### config.mk
export PLATFORM = sky130hd
export DESIGN_NAME = utf8_accent_fold_normalizer_core
export DESIGN_NICKNAME = d
export VERILOG_FILES = /design/src/rtl/u8afn_pkg.sv /design/src/rtl/utf8_accent_fold_normalizer_core.sv
export SDC_FILE = /design/constraint.sdc
export NUM_CORES = 1
export LEC_CHECK = 0
export BUFFER_PORTS_ARGS = -buffer_cell sky130_fd_sc_hd__buf_2
export CAP_MARGIN = 40
export CORE_ASPECT_RATIO = 1.5
export CORE_UTILIZATION = 36
export DETAILED_ROUTE_END_ITERATION = 12
export PLACE_DENSITY_LB_ADDON = 0.12
export SETUP_SLACK_MARGIN = 0.15
export SYNTH_ARGS = -nofsm -noshare
export SYNTH_HDL_FRONTEND = slang
export SYNTH_SLANG_ARGS = --single-unit
export TNS_END_PERCENT = 10
### constraint.sdc
create_clock -name clock -period 5 [get_ports clock]
set_clock_uncertainty 0.15 [all_clocks]
set_input_delay 0.5 -clock clock [delete_from_list [all_inputs] [get_ports clock]]
set_output_delay 0.5 -clock clock [all_outputs]
set_load 0.1 [all_outputs]
### src/rtl/u8afn_pkg.sv
`default_nettype none
package u8afn_pkg;

   localparam logic [7:0] LEAD_BYTE  = 8'hC3;
   localparam logic [7:0] SPACE_BYTE = 8'h20;
   localparam logic [7:0] NO_FOLD    = 8'h00;
   localparam int unsigned QUEUE_DEPTH = 3;

   typedef logic [1:0] count_type;

   // outcome of normalizing one byte against the separator state
   typedef struct packed {
      logic       emit;
      logic       space;
      logic [7:0] data;
      logic       after_sep;
      logic       space_owed;
   } norm_type;

   // plain lower-case letter for the byte after a 0xC3 lead, NO_FOLD if none
   function automatic logic [7:0] fold_second(input logic [7:0] b);
      logic [7:0] k;
      k = b & 8'hDF;
      if (b < 8'h80 || b > 8'hBF) return NO_FOLD;
      if (k <= 8'h85) return "a";
      if (k >= 8'h88 && k <= 8'h8B) return "e";
      if (k >= 8'h8C && k <= 8'h8F) return "i";
      if (k == 8'h91) return "n";
      if (k >= 8'h92 && k <= 8'h96) return "o";
      if (k >= 8'h99 && k <= 8'h9C) return "u";
      return NO_FOLD;
   endfunction

   function automatic norm_type norm_byte(input logic [7:0] x, input logic after_sep,
                                          input logic space_owed);
      norm_type r;
      logic [7:0] lc;
      lc = (x >= "A" && x <= "Z") ? x + 8'h20 : x;
      r.emit       = 1'b0;
      r.space      = 1'b0;
      r.data       = lc;
      r.after_sep  = after_sep;
      r.space_owed = space_owed;
      if (x >= 8'h80 || (lc >= "a" && lc <= "z") || (lc >= "0" && lc <= "9")) begin
         r.emit       = 1'b1;
         r.space      = space_owed;
         r.after_sep  = 1'b0;
         r.space_owed = 1'b0;
      end else if (!after_sep) begin
         r.after_sep  = 1'b1;
         r.space_owed = 1'b1;
      end
      return r;
   endfunction

endpackage
`default_nettype wire

### src/rtl/utf8_accent_fold_normalizer_core.sv
// UTF-8 accent-folding query normalizer.
// Input channel req_*: one query byte per beat in req_tdata, req_tlast marks
// the last byte of the string. Result channel rsp_*: one normalized byte per
// beat; rsp_tuser is 1 when rsp_tdata carries a byte and 0 for a bare end
// marker, rsp_tlast marks the last result of the normalized string.
// Each accepted byte is worked out in the cycle it is accepted and its zero
// to three results are loaded into a three-entry result register; the first
// result appears on rsp_* in the cycle after the input beat.
// Throughput is one byte per cycle while each byte gives at most one result
// and the receiver is ready; a byte that gives two or three results (held
// 0xC3 released raw, owed space) holds the input while the result register
// drains, one result per cycle while the receiver is ready.
// A new byte is taken when the result register is empty or its last entry
// leaves in the same cycle, so a stalled receiver stops the input after at
// most one buffered byte's results.
// Reset (synchronous, active high) empties the result register and returns
// the separator and lead-byte state to string start; no clearing pass.
`default_nettype none
module utf8_accent_fold_normalizer_core
   import u8afn_pkg::*;
(
   input  wire logic       clock,
   input  wire logic       reset,
   input  wire logic       req_tvalid,
   output logic            req_tready,
   input  wire logic [7:0] req_tdata,   // [7:0] in_byte
   input  wire logic       req_tlast,   // string_end
   output logic            rsp_tvalid,
   input  wire logic       rsp_tready,
   output logic [7:0]      rsp_tdata,   // [7:0] out_byte
   output logic            rsp_tuser,   // byte_present
   output logic            rsp_tlast    // final_result
);

   logic       lead_held_ff, lead_held_in;
   logic       after_sep_ff, after_sep_in;
   logic       space_owed_ff, space_owed_in;
   count_type  count_ff, count_in;
   logic [7:0] q_byte_ff [QUEUE_DEPTH];
   logic [7:0] q_byte_in [QUEUE_DEPTH];
   logic       q_pres_ff [QUEUE_DEPTH];
   logic       q_pres_in [QUEUE_DEPTH];
   logic       q_fin_ff  [QUEUE_DEPTH];
   logic       q_fin_in  [QUEUE_DEPTH];

   logic       accept, pop;
   logic [7:0] new_byte [QUEUE_DEPTH];
   logic       new_pres [QUEUE_DEPTH];
   logic       new_fin  [QUEUE_DEPTH];
   count_type  new_count;
   logic       step_lead, step_sep, step_owed;

   assign rsp_tvalid = (count_ff != 2'd0);
   assign rsp_tdata  = q_byte_ff[0];
   assign rsp_tuser  = q_pres_ff[0];
   assign rsp_tlast  = q_fin_ff[0];
   assign pop        = rsp_tvalid && rsp_tready;
   assign req_tready = (count_ff == 2'd0) || (count_ff == 2'd1 && rsp_tready);
   assign accept     = req_tvalid && req_tready;

   // results and next state for the byte on the input
   always_comb begin
      logic [7:0] f;
      logic [7:0] x1;
      logic       use1, use2, fresh, sa, so;
      norm_type   r1, r2;
      count_type  n;
      f     = fold_second(req_tdata);
      use1  = lead_held_ff;
      fresh = !lead_held_ff || (f == NO_FOLD);
      x1    = (f != NO_FOLD) ? f : LEAD_BYTE;
      sa    = after_sep_ff;
      so    = space_owed_ff;
      r1    = norm_byte(x1, sa, so);
      if (use1) begin
         sa = r1.after_sep;
         so = r1.space_owed;
      end
      step_lead = fresh && req_tdata == LEAD_BYTE && !req_tlast;
      use2      = fresh && !step_lead;
      r2        = norm_byte(req_tdata, sa, so);
      if (use2) begin
         sa = r2.after_sep;
         so = r2.space_owed;
      end
      step_sep  = sa;
      step_owed = so;
      for (int i = 0; i < QUEUE_DEPTH; i++) begin
         new_byte[i] = SPACE_BYTE;
         new_pres[i] = 1'b1;
         new_fin[i]  = 1'b0;
      end
      n = 2'd0;
      if (use1 && r1.emit) begin
         if (r1.space) n = n + 2'd1;
         new_byte[n] = r1.data;
         n = n + 2'd1;
      end
      if (use2 && r2.emit) begin
         if (r2.space) n = n + 2'd1;
         new_byte[n] = r2.data;
         n = n + 2'd1;
      end
      if (req_tlast) begin
         if (n == 2'd0) begin
            // nothing emitted: bare end marker
            new_byte[0] = 8'h00;
            new_pres[0] = 1'b0;
            new_fin[0]  = 1'b1;
            n = 2'd1;
         end else begin
            new_fin[n - 2'd1] = 1'b1;
         end
      end
      new_count = n;
   end

   always_comb begin
      lead_held_in  = lead_held_ff;
      after_sep_in  = after_sep_ff;
      space_owed_in = space_owed_ff;
      count_in      = count_ff;
      for (int i = 0; i < QUEUE_DEPTH; i++) begin
         q_byte_in[i] = q_byte_ff[i];
         q_pres_in[i] = q_pres_ff[i];
         q_fin_in[i]  = q_fin_ff[i];
      end
      if (accept) begin
         lead_held_in  = req_tlast ? 1'b0 : step_lead;
         after_sep_in  = req_tlast ? 1'b1 : step_sep;
         space_owed_in = req_tlast ? 1'b0 : step_owed;
         count_in      = new_count;
         for (int i = 0; i < QUEUE_DEPTH; i++) begin
            q_byte_in[i] = new_byte[i];
            q_pres_in[i] = new_pres[i];
            q_fin_in[i]  = new_fin[i];
         end
      end else if (pop) begin
         count_in = count_ff - 2'd1;
         for (int i = 0; i < QUEUE_DEPTH - 1; i++) begin
            q_byte_in[i] = q_byte_ff[i + 1];
            q_pres_in[i] = q_pres_ff[i + 1];
            q_fin_in[i]  = q_fin_ff[i + 1];
         end
      end
   end

   always_ff @(posedge clock) begin
      if (reset) begin
         lead_held_ff  <= 1'b0;
         after_sep_ff  <= 1'b1;
         space_owed_ff <= 1'b0;
         count_ff      <= 2'd0;
      end else begin
         lead_held_ff  <= lead_held_in;
         after_sep_ff  <= after_sep_in;
         space_owed_ff <= space_owed_in;
         count_ff      <= count_in;
      end
   end

   always_ff @(posedge clock) begin
      q_byte_ff <= q_byte_in;
      q_pres_ff <= q_pres_in;
      q_fin_ff  <= q_fin_in;
   end

`ifndef NO_ASSERTIONS
   a_count_range: assert property (@(posedge clock) disable iff (reset)
      count_ff != 2'd3 || !req_tready)
      else $error("result register overfilled or input taken while full");

   a_bare_is_final: assert property (@(posedge clock) disable iff (reset)
      rsp_tvalid && !rsp_tuser |-> rsp_tlast)
      else $error("bare end marker without final flag");

   a_end_resets: assert property (@(posedge clock) disable iff (reset)
      req_tvalid && req_tready && req_tlast |=>
         !lead_held_ff && after_sep_ff && !space_owed_ff)
      else $error("string state not back at start after end beat");

   a_end_gives_final: assert property (@(posedge clock) disable iff (reset)
      req_tvalid && req_tready && req_tlast |=> rsp_tvalid)
      else $error("end beat produced no result");
`endif

endmodule
`default_nettype wire
======== After elaboration in Yosys (flattened, before gate mapping) ========
Cells that the tools add are included.
storage, ports and cells
  register bits after elaboration ......... 33
  input bits .............................. 13
  logic and storage cells ................. 190
cells by class
  add/subtract/negate cells ............... 7
  magnitude comparators ................... 31
  equality and inequality tests ........... 3
  multiplexer cells ....................... 93
  bitwise gates (word level) .............. 7
  reduce and logical (&&, ||, !) cells .... 38
operator list
  kind                                                                                  number
  8-bit 2-to-1 mux                                                                      24
  8-bit greater-or-equal comparator (second input constant)                             6
  24-bit 2-to-1 mux                                                                     2
  1-bit 2-to-1 mux                                                                      42
  8-bit <= comparator (second input constant)                                           5
  2-bit 2-to-1 mux                                                                      18
  8-bit demux with 2-bit select                                                         2
  8-bit by 7-bit greater-or-equal comparator with 1-bit output (second input constant)  4
  8-bit by 7-bit <= comparator with 1-bit output (second input constant)                4
  16-bit 2-to-1 mux                                                                     2
  24-bit bitwise mux                                                                    1
  21-bit AND                                                                            1
  1-bit logical AND                                                                     21
  8-bit by 6-bit adder with 8-bit output (second input constant)                        2
  8-bit by 6-bit greater-or-equal comparator with 1-bit output (second input constant)  2
  8-bit by 6-bit <= comparator with 1-bit output (second input constant)                2
  3-bit greater-or-equal comparator (second input constant)                             3
  3-bit by 1-bit less-than comparator with 1-bit output (second input constant)         3
  2-bit NOT with 3-bit output                                                           3
  8-bit equality test (second input constant)                                           1
  8-bit > comparator (second input constant)                                            1
  8-bit zero test                                                                       1
  8-bit less-than comparator (second input constant)                                    1
  8-bit nonzero test                                                                    1
  14 further kinds                                                                      27

======== Depth between registers and ports, before layout ========
Gate-level depths: netlist of the first run.
  depth after elaboration ................. 59
  depth in mapped cells ................... 15
  mapped depth without buffers ............ 13

======== Worst setup path after synthesis of the first run ========
OpenSTA, ideal clock, no wires.
  kind .................................... flip-flop to flip-flop
  start point ............................. reg count_ff[0]
  end point ............................... reg q_byte_ff[14] (netlist name), data pin
  setup time .............................. 0.293 ns
  arrival ................................. 3.307 ns
  data required time ...................... 4.557 ns
  slack ................................... 1.250 ns
  cell stages (with the launch flop) ...... 11
  path buffers ............................ 2
  cells stage by stage .................... dfxtp_1 inv_1 ha_1 inv_1 nand2_1 nand2_1 inv_1 clkbuf_1 clkbuf_1 nor2_1 a31oi_1
RTL lines
  element                 line                                     RTL
  from (decl)             utf8_accent_fold_normalizer_core.sv:38   count_type count_ff, count_in;
  from (signal assigned)  utf8_accent_fold_normalizer_core.sv:158  count_ff <= count_in;
  to (signal assigned)    utf8_accent_fold_normalizer_core.sv:163  q_byte_ff <= q_byte_in;
  to (decl)               utf8_accent_fold_normalizer_core.sv:39   logic [7:0] q_byte_ff [QUEUE_DEPTH];

==> results.cfg, run 1 <==
[clocking]
cts_tree = done
clock_sinks = 33
cts_buffer_depth = 2
cts_setup_buffers = 0
clk_pin_slew_ns = 0.07
h-tree-depth = 2
clock_latency_ns = 0.29
hold_buffers = 0
cts_buffers = 5
ctsResizeCount = 0
cts-root-buf = clkbuf_8

[synth]
synth_cells = 270
ys_top_cells_by_count = nor2_1, edfxtp_1, nand2_1, inv_1, a21oi_1
synth_top_area_share_pct = 34.3
synth_top_cell_by_area = edfxtp_1
async_reset_ff_share_pct = 0
synth_nets = 291
ys_top_cells_by_area = edfxtp_1, nor2_1, nand2_1
synth-edff-count = 28
avgSynthCellArea_um2 = 9.09
yosys_warnings = 0
ys_seq_area_share_pct = 38.3
yosysUniqueCellTypes = 71
yosysMostFrequentCell = nor2_1
synth_seq_cells = 33
yosys_most_used_dff = edfxtp_1
netlist_area_um2 = 2450

[routing]
dr.pass1.iters = 5
wire_per_inst_um = 17.3
antenna_left = 0
via_count = 2044
drtIter0Drc = 125
vias_per_cell = 5.77
drc_errors = 0
wl_um = 6130

[job]
drv_cap = 0

[cells_and_area]
drive_gt1_share_pct = 20.9
antennaDiodeCount = 0
n_fill_cell = 669
final-seq-area_um2 = 941
nNetsFinal = 298
multi_input_area_um2 = 1310
area_growth_pct = 6.48

[setup_path]
cp.required_ns = 4.89
cp_slowest_cell = o32ai_1
r2r.worst_path.cells = 10
critPathMaxFanout = 15
r2r_slack_ns = 2.17
critical_path.endpoint = rsp_tdata[6]
cp_cell_sequence = buf_2 > inv_1 > ha_1 > nand3b_1 > o32ai_1 > a41oi_2 > and4bb_4 > nor2b_1 > a21oi_1 > ha_1 > a21boi_2 > a21oi_2 > a311oi_1 > nor3_1
crit_start = req_tdata[5]
arrival_ns = 3.78
worst_setup_path_start_kind = primary input
regToRegStartpoint = count_ff[0]
reg2reg_to = rsp_tdata[3]
end_kind = register
criticalPathCategory = primary input to register
cpPeakStageDelay_ns = 0.62
crit_top_cell = ha_1

[floorplanning]
rows = 36
core_area_um2 = 6530
die_h_um = 103
initial_utilization_pct = 37.6
fp.dieW_um = 69.4
dieArea_um2 = 7160
ioPinCount = 25

[sta]
fmax_mhz = 257
maxSlewHeadroom_pct = 52.1
fin_tns_setup_ns = 0
rsz0062_at_grt = no
layout_min_cycle_time_ns = 3.89
setup_viol = 0
finalHoldViolCount = 0
holdWs_ns = 0.297
setup_ws_ns = 1.11
worstMarginPinSlew_ns = 0.716
slew_viol_final = 0
period_share_pct = 77.7

[power_and_ir_drop]
p_leak_nw = 0.992
comb_power_share_pct = 38.9
internal_power_w = 0.000527
peakVddDrop_mv = 0.135
power.switching_w = 0.000403
power_density_nw_per_um2 = 356
pwr-share-clk_pct = 21.8
p_seq_share_pct = 39.3
switching_share_pct = 43.4

[grt]
grt_max_degree = 31
grt_pass1_wl_um = 9870
grt_usage_pct = 17.8
overflow = 0
grt_pass1_vias = 1928
antenna_found_initial = 0

[placed_design]
dpl.hpwl_um = 4400
place.gp.congestion = 0.829
io_buffers = 24
place_ws_ns = 0.897

[status]
status = finished, final reports clean

[worst_hold_path]
hp-class = primary input to register
-- logic make-up (layout without fill, tap and decap cells) --
group	Yosys count	count (layout)	share of synthesized area (%)
AND/OR/NAND/NOR	108	108	23.2
flip-flops	33	33	38.3
buffers and inverters	39	47	8.26
AO/OA/AOI/OAI	77	77	23.8
multiplexers	4	4	1.94
adder cells (fa/ha/maj)	9	9	4.49
-- cell usage in the layout, fill, tap and decap left out, types with 3 or more instances in the layout --
master and n:
o21ai_0 11, nor3_1 5, and2_1 3, a21oi_2 3
a31oi_1 5, o21a_1 3, nor2_1 29, inv_1 14
a21oi_1 13, buf_2 24, clkbuf_8 5, and3_1 9
nand2_2 3, nor2b_1 4, nand3_1 10, ha_1 8
dfxtp_1 5, nand2_1 27, a311oi_1 4, a211oi_1 3
edfxtp_1 28, nor4_1 3
-- per-stage QoR --
stage	utilization [%]	std cells	instance area [µm²]	power [W]
after floorplan	-	270	2450	0.000689
after global placement	38.7	346	2530	0.000734
after detailed placement	38.7	346	2530	0.000733
after CTS	40.0	354	2610	0.000933
after global routing	40.0	354	2610	0.000974
final	40.0	354	2610	0.000930
-- metal layers --
layer / track usage (%) / vias up / routed length (µm)
met5: 0 / - / 0
met4: 9.42 / 0 / 172
met3: 2.54 / 13 / 243
met2: 31.2 / 58 / 3020
met1: 21.3 / 956 / 2690
li1: - / 1017 / -
-- cell type report --
| cell class | count | area share [%] |
|---|---|---|
| clock buffers | 5 | 2.63 |
| clock inverters | 3 | 0.670 |
| inverters | 14 | 2.01 |
| multi-input cells | 198 | 50.1 |
| flip-flops and latches | 33 | 36.0 |
| well taps | 76 | 3.64 |
| repair buffers | 25 | 4.89 |
-- power groups by stage --
stage | combinational [W] | sequential, W | clock, W
floorplan | 0.000303 | 0.000386 | 0
global placement | 0.000363 | 0.000371 | 0
detailed placement | 0.000362 | 0.000371 | 0
CTS | 0.000363 | 0.000365 | 0.000205
global route | 0.000385 | 0.000369 | 0.000219
finish | 0.000362 | 0.000365 | 0.000203
-- registers in the layout, summed over array words and instances (netlist names) --
| name | flops |
|---|---|
| after_sep_ff | 1 |
| count_ff | 2 |
| lead_held_ff | 1 |
| q_byte_ff | 16 |
| q_fin_ff | 2 |
| rsp_tdata | 8 |
| rsp_tlast | 1 |
| rsp_tuser | 1 |
| space_owed_ff | 1 |
-- worst max-delay path, delay by kind of cell --
family / cells / cell delay (ns)
AOI/OAI and AO/OA: 6 / 1.95
and+or+nand+nor: 4 / 0.65
adders and majority gates: 2 / 0.43
buffers and inverters: 2 / 0.23
-- how the worst min path moves through the flow --
stage / slack, ns / from / endpoint / cells after the start
after detailed placement: 0.36 / q_byte_ff[12] / rsp_tdata[4] / 2
after global placement: 0.37 / after_sep_ff / after_sep_ff / 2
final: 0.30 / reset / count_ff[1] / 2
after global routing: 0.31 / reset / count_ff[1] / 2
after floorplan: 0.32 / after_sep_ff / after_sep_ff / 2
after CTS: 0.29 / reset / count_ff[1] / 2
Note: power is estimated with default switching activity, not from simulation.
==> run 2, diff against run 1 <==
- clock period: 5 -> 3.6 ns (I/O delays scaled with it)
==> results.cfg, run 2 (synthesized netlist as in run 1, its figures left out) <==
[status]
status = finished, final reports clean

[clocking]
hold_buffers = 0
cts_buffer_depth = 2
clock_sinks = 33
clock_latency_ns = 0.28
cts_tree = done
ctsResizeCount = 0
cts_setup_buffers = 0
h-tree-depth = 2
cts_buffers = 5
cts-root-buf = clkbuf_8
clk_pin_slew_ns = 0.07

[worst_hold_path]
worstHoldEndpoint = count_ff[1]
hold_start = reset
hp-class = primary input to register
holdPathStages = 2

[placed_design]
dpl.hpwl_um = 4780
io_buffers = 24
place.gp.congestion = 0.880
place_ws_ns = 0.0333
placed_area_um2 = 2630

[sta]
setup_ws_ns = 0.332
finalHoldViolCount = 0
worstMarginPinSlew_ns = 0.717
rsz0062_at_grt = no
maxSlewHeadroom_pct = 51.8
fmax_mhz = 306
slew_viol_final = 0
period_share_pct = 90.8
setup_viol = 0
fin_tns_setup_ns = 0
layout_min_cycle_time_ns = 3.27

[floorplanning]
core_area_um2 = 6530
initial_utilization_pct = 37.6
rows = 36
dieArea_um2 = 7160
ioPinCount = 25
die_h_um = 103
fp.dieW_um = 69.4

[routing]
wire_per_inst_um = 17.4
wl_um = 6390
drtIter0Drc = 84
via_count = 2104
drc_errors = 0
vias_per_cell = 5.73
dr.pass1.iters = 4
antenna_left = 0

[job]
drv_cap = 0

[setup_path]
r2r.worst_path.cells = 7
worst_setup_path_start_kind = primary input
end_kind = register
arrival_ns = 3.14
r2r_slack_ns = 1.16
criticalPathCategory = primary input to register
regToRegStartpoint = lead_held_ff
cp.required_ns = 3.47
reg2reg_to = rsp_tdata[1]
critPathMaxFanout = 17
crit_start = req_tdata[0]

[cells_and_area]
n_fill_cell = 651
final_common_cell = nor2_1
final-seq-area_um2 = 941
nNetsFinal = 311
antennaDiodeCount = 0
regMostFlops = q_byte_ff
area_growth_pct = 11.4
drive_gt1_share_pct = 24.1
multi_input_area_um2 = 1310
layout_common_cells = nor2_1, edfxtp_1, nand2_1
largest_reg_flops = 16
stdcell_area_um2 = 2730

[power_and_ir_drop]
p_leak_nw = 1.06
power_density_nw_per_um2 = 497
peakVddDrop_mv = 0.178
p_total_w = 0.00136

[grt]
grt_pass1_wl_um = 10300
grt_usage_pct = 18.6
grt_pass1_vias = 1947
grt_max_degree = 31
overflow = 0
antenna_found_initial = 0
run 2: changes by cell type in the layout (fill, tap and decap cells not counted):
cell	previous run	this run
nand2_1	27	26
buf_4	1	14
bufinv_16	0	1
clkinvlp_4	1	0
nand2_2	3	4
clkbuf_1	0	1
clkinv_2	2	0
clkinv_1	0	1
run 2: worst max path at each step:
stage	slack [ns]	cells after the start	endpoint
floorplan	0.19	10	q_byte_ff[14]
global placement	0.09	13	rsp_tdata[1]
detailed placement	0.03	12	rsp_tdata[1]
CTS	0.32	12	rsp_tdata[1]
global route	0.16	12	rsp_tdata[1]
finish	0.33	12	rsp_tdata[1]
run 2: layout make-up:
cell class / count / area share, %
clock inverter: 2 / 1.24
inverter: 14 / 1.92
sequential: 33 / 34.4
timing repair buffer: 38 / 8.24
multi-input combinational: 198 / 48.0
tap: 76 / 3.48
clock buffer: 6 / 2.66
run 2: report_power, final:
group          leakage [nW]  switching (W)  internal (W)
Sequential            0.310      0.0000149      0.000493
Combinational         0.699       0.000398      0.000116
Clock                0.0528       0.000133      0.000204
run 2: metal layers:
metal	vias to the layer above	GRT usage, %	wire (µm)
met4	0	6.12	76
met5	-	0	0
li1	1042	-	-
met2	48	35.5	3430
met1	1010	21.6	2700
met3	4	1.76	177
run 2: metrics by stage:
| step | utilization, % | cells | hold slack (ns) |
|---|---|---|---|
| after global placement | 40.2 | 359 | 0.355 |
| after detailed placement | 40.2 | 359 | 0.360 |
| after CTS | 41.8 | 367 | 0.167 |
| after floorplan | - | 270 | 0.275 |
| after global routing | 41.8 | 367 | 0.182 |
| final | 41.8 | 367 | 0.169 |
run 2: worst max-delay path, cell delays in order:
cell,delay [ns]
buf_2,0.29
a21o_1,0.17
nand2_1,0.05
a2111oi_0,0.57
and4bb_4,0.32
nor2b_1,0.12
a21oi_1,0.21
ha_1,0.22
a21boi_2,0.32
a21oi_2,0.13
a32oi_1,0.27
a211oi_2,0.12
